### src/etbm_pkg.sv
// Shared types and constants for the event trace buffer.
// Holds the stored entry layout, the match result bundle and the command and
// register codes. No dependencies.
`timescale 1ns / 1ps

package etbm_pkg;

  // Command codes
  localparam logic CMD_RECORD  = 1'b0;
  localparam logic CMD_INSPECT = 1'b1;

  // Configuration register indexes
  localparam int CFG_IDX_W = 2;
  localparam logic [CFG_IDX_W-1:0] CFG_WRAP_ENABLE     = 2'd0;
  localparam logic [CFG_IDX_W-1:0] CFG_START_CODE      = 2'd1;
  localparam logic [CFG_IDX_W-1:0] CFG_COMPLETION_CODE = 2'd2;
  localparam int CFG_DATA_W = 8;

  // Field widths
  localparam int TIME_W  = 31;
  localparam int CODE_W  = 8;
  localparam int CHAN_W  = 8;
  localparam int VALUE_W = 32;
  localparam int TAG_W   = 32;
  localparam int INDEX_W = 8;
  localparam int POS_W   = 9;

  // One stored trace entry
  typedef struct packed {
    logic [TIME_W-1:0]  stamp;
    logic [CODE_W-1:0]  code;
    logic [CHAN_W-1:0]  chan;
    logic [VALUE_W-1:0] value;
    logic [TAG_W-1:0]   tag;
  } entry_t;

  // Outcome of checking one candidate slot against the start entry
  typedef struct packed {
    logic              filled;
    logic              hit;
    logic [TIME_W-1:0] dur;
  } match_t;

endpackage

### src/etbm_match_unit.sv
// Shared compare/subtract unit used on every slot of a completion search.
// Depends on etbm_pkg for entry_t and match_t.
`timescale 1ns / 1ps

module etbm_match_unit (
  input  etbm_pkg::entry_t                     cand,
  input  logic [etbm_pkg::VALUE_W-1:0]         base_value,
  input  logic [etbm_pkg::TIME_W-1:0]          base_time,
  input  logic [etbm_pkg::CODE_W-1:0]          completion_code,
  output etbm_pkg::match_t                     res
);
  import etbm_pkg::*;

  // Unfilled slot ends the search; a hit needs code, key and a later time
  always_comb begin
    res.filled = (cand.stamp != '0);
    res.hit    = (cand.code == completion_code) && (cand.value == base_value) &&
                 (cand.stamp > base_time);
    res.dur    = cand.stamp - base_time;
  end

endmodule

### config.mk
export PLATFORM = sky130hd
export DESIGN_NAME = etbm_match_unit
export DESIGN_NICKNAME = d
export VERILOG_FILES = /design/src/etbm_pkg.sv /design/src/etbm_match_unit.sv
export SDC_FILE = /design/constraint.sdc
export NUM_CORES = 1
export LEC_CHECK = 0
export CORE_AREA = 2 2 83 85
export DETAILED_ROUTE_END_ITERATION = 16
export DIE_AREA = 0 0 85 87
export DONT_BUFFER_PORTS = 1
export PLACE_DENSITY = 0.5
export SLEW_MARGIN = 20
export SYNTH_ARGS = -nofsm -noshare
export SYNTH_HDL_FRONTEND = slang
export SYNTH_SLANG_ARGS = --single-unit
export TNS_END_PERCENT = 10
### constraint.sdc
create_clock -name vclk -period 2.12
set_clock_uncertainty 0.1 [all_clocks]
set_input_delay 0.106 -clock vclk [all_inputs]
set_output_delay 0.106 -clock vclk [all_outputs]
set_load 0.01 [all_outputs]
==> flow_summary.toml <==
[route]
drc_errors = 0
wl_met1_mm = 3.34
via_per_inst = 5.66
drtIter0Drc = 65
vias = 2804
ant_nets = 0
drt_first_pass_iters = 4
wl_per_cell_um = 16.5
wl_met3_um = 483
routed_wl_mm = 8.15
highest_layer = "met4"
route.met2.wl_mm = 4.22

[placement]
port_buffers = 0
placed_area_um2 = 3020
dpl.cell_count = 491
gp_congestion = 0.902
dp_hpwl_mm = 7.17

[final_layout]
antenna_cells = 0
design_area_um2 = 3200
fin_util_pct = 48.6
flops_and_latches = 0
num-fill-cells = 684
nClkBuffers = 0
nets = 631
final_cell_mix = "buf_4, xnor2_1, inv_1"
area_growth_pct = 32.1
stdcell_count = 495
layout_commonest_cell = "buf_4"
multi_input_area_um2 = 2370
drive_gt1_share_pct = 26.3
seq_area_um2 = 0

[yosys]
postSynthAreaPerCell_um2 = 6.91
synth_cells = 350
yosysUniqueCellTypes = 52
yosys_warnings = 0
syn_area_um2 = 2420
syn_nets = 564
yosysSeqAreaShare_pct = 0

[min_path]
hold_class = "primary input to primary output"
worstHoldStart = "cand[107]"
holdPathEnd = "res[32]"
whs_path_depth = 2

[clock_network]
ctsHoldBuffers = 0

[critical_path]
crit_required_ps = 1910
end_kind = "primary output"
cp.arrival_ps = 2060
cp_max_fo = 3
critPathLaunchType = "primary input"
crit_type = "primary input to primary output"

[die]
die_h_um = 87
boundaryPins = 215
fp-row-count = 30
dieArea_um2 = 7400
coreArea_um2 = 6570
start_util_pct = 36.8
die_x_um = 85

[timing]
fmax_mhz = 442
finalSetupViolations = 7
slew_headroom_pct = 67.3
hold_viol_final = 0
fin_ws_ps = -145
holdWs_ps = 278
slew_violations = 0
fin_crit_ps = 2260
fin_crit_sh_pct = 107
tightest_slew_ps = 486
rsz0062_at_grt = "true"

[grt]
grt_usage_pct = 19.9
grt-ovfl-total = 0
grt_max_degree = 11
antenna_found_initial = 0
grt_pass1_vias = 2781
grt_pass1_wl_mm = 12.4

[power]
leakage_nw = 1.52
fin_total_pwr_mw = 1.05
cellPowerDensity_nw_per_um2 = 329
vdd_drop_max_mv = 0.133

[outcome]
status = "finished with violations"
violations = "negative setup slack"

[flow_run]
cap_violations = 0
==> synth_stat cells, drive strengths merged, types with 6 or more instances <==
| master | count | area share (%) |
|---|---|---|
| inv | 39 | 6.1 |
| a21oi | 30 | 6.2 |
| o21ai | 13 | 2.7 |
| nand2 | 24 | 3.8 |
| nor2 | 14 | 2.2 |
| clkbuf | 7 | 1.1 |
| xnor2 | 47 | 17 |
| o21a | 7 | 2.2 |
| nor2b | 6 | 1.6 |
| ha | 31 | 16 |
| and3 | 9 | 2.4 |
| nand3 | 6 | 1.2 |
| a21o | 20 | 6.2 |
| a31oi | 9 | 2.3 |
| xor2 | 17 | 6.2 |
| nand4 | 17 | 4.4 |
| nor4 | 12 | 3.1 |
==> where the power goes <==
group	switching [mW]	total, mW	internal (mW)
sequential	0	0	0
combinational	0.538	1.05	0.513
clock	0	0	0
==> worst max-delay path by stage <==
stage,endpoint,slack (ps),cells after the start,startpoint
after detailed placement,res[30],-220,11,cand[80]
after CTS,res[28],-160,10,cand[80]
after global placement,res[28],-160,10,cand[80]
after global routing,res[28],-210,10,cand[80]
after floorplan,res[28],-100,10,cand[80]
final,res[28],-140,10,cand[80]
==> worst max-delay path: stages <==
cell,delay (ps)
inv_8,10
ha_4,150
fa_2,370
nor2b_2,130
o31a_1,200
a21oi_4,100
o21ai_2,180
a31oi_2,130
or4b_1,520
nand4_1,160
==> cell type report <==
cell class         instances  share of cell area (%)
repair buffers            76                    17.9
multi-input cells        300                    74.2
well taps                 80                    3.13
inverters                 39                    4.82
==> kinds of logic (layout without fill, tap and decap cells) <==
family	count (synthesis)	count (layout)	synth area share, %
buf+inv	50	115	9.05
xor+xnor	64	64	23.2
fa+ha+maj	32	32	16.9
mux	1	1	0.414
compound gates	102	102	28.1
simple gates	101	101	22.3
==> per-layer routing <==
metal | GRT usage [%] | vias up
met3 | 1.99 | 12
met4 | 1.88 | 0
li1 | - | 1399
met1 | 24.3 | 1264
met5 | 0 | -
met2 | 38.7 | 129
==> repair_timing <==
action                     CTS  global route
setup endpoints to repair   15            15
buffers inserted             1             3
pin swaps                    7            11
gates resized for setup      9            20
==> metrics by stage <==
stage | TNS, ps | worst slack (ps)
after floorplan | -385 | -102
after global placement | -1090 | -156
after detailed placement | -1800 | -219
after CTS | -784 | -156
after global routing | -1560 | -208
final | -343 | -145
(Power assumes the default switching activity.)
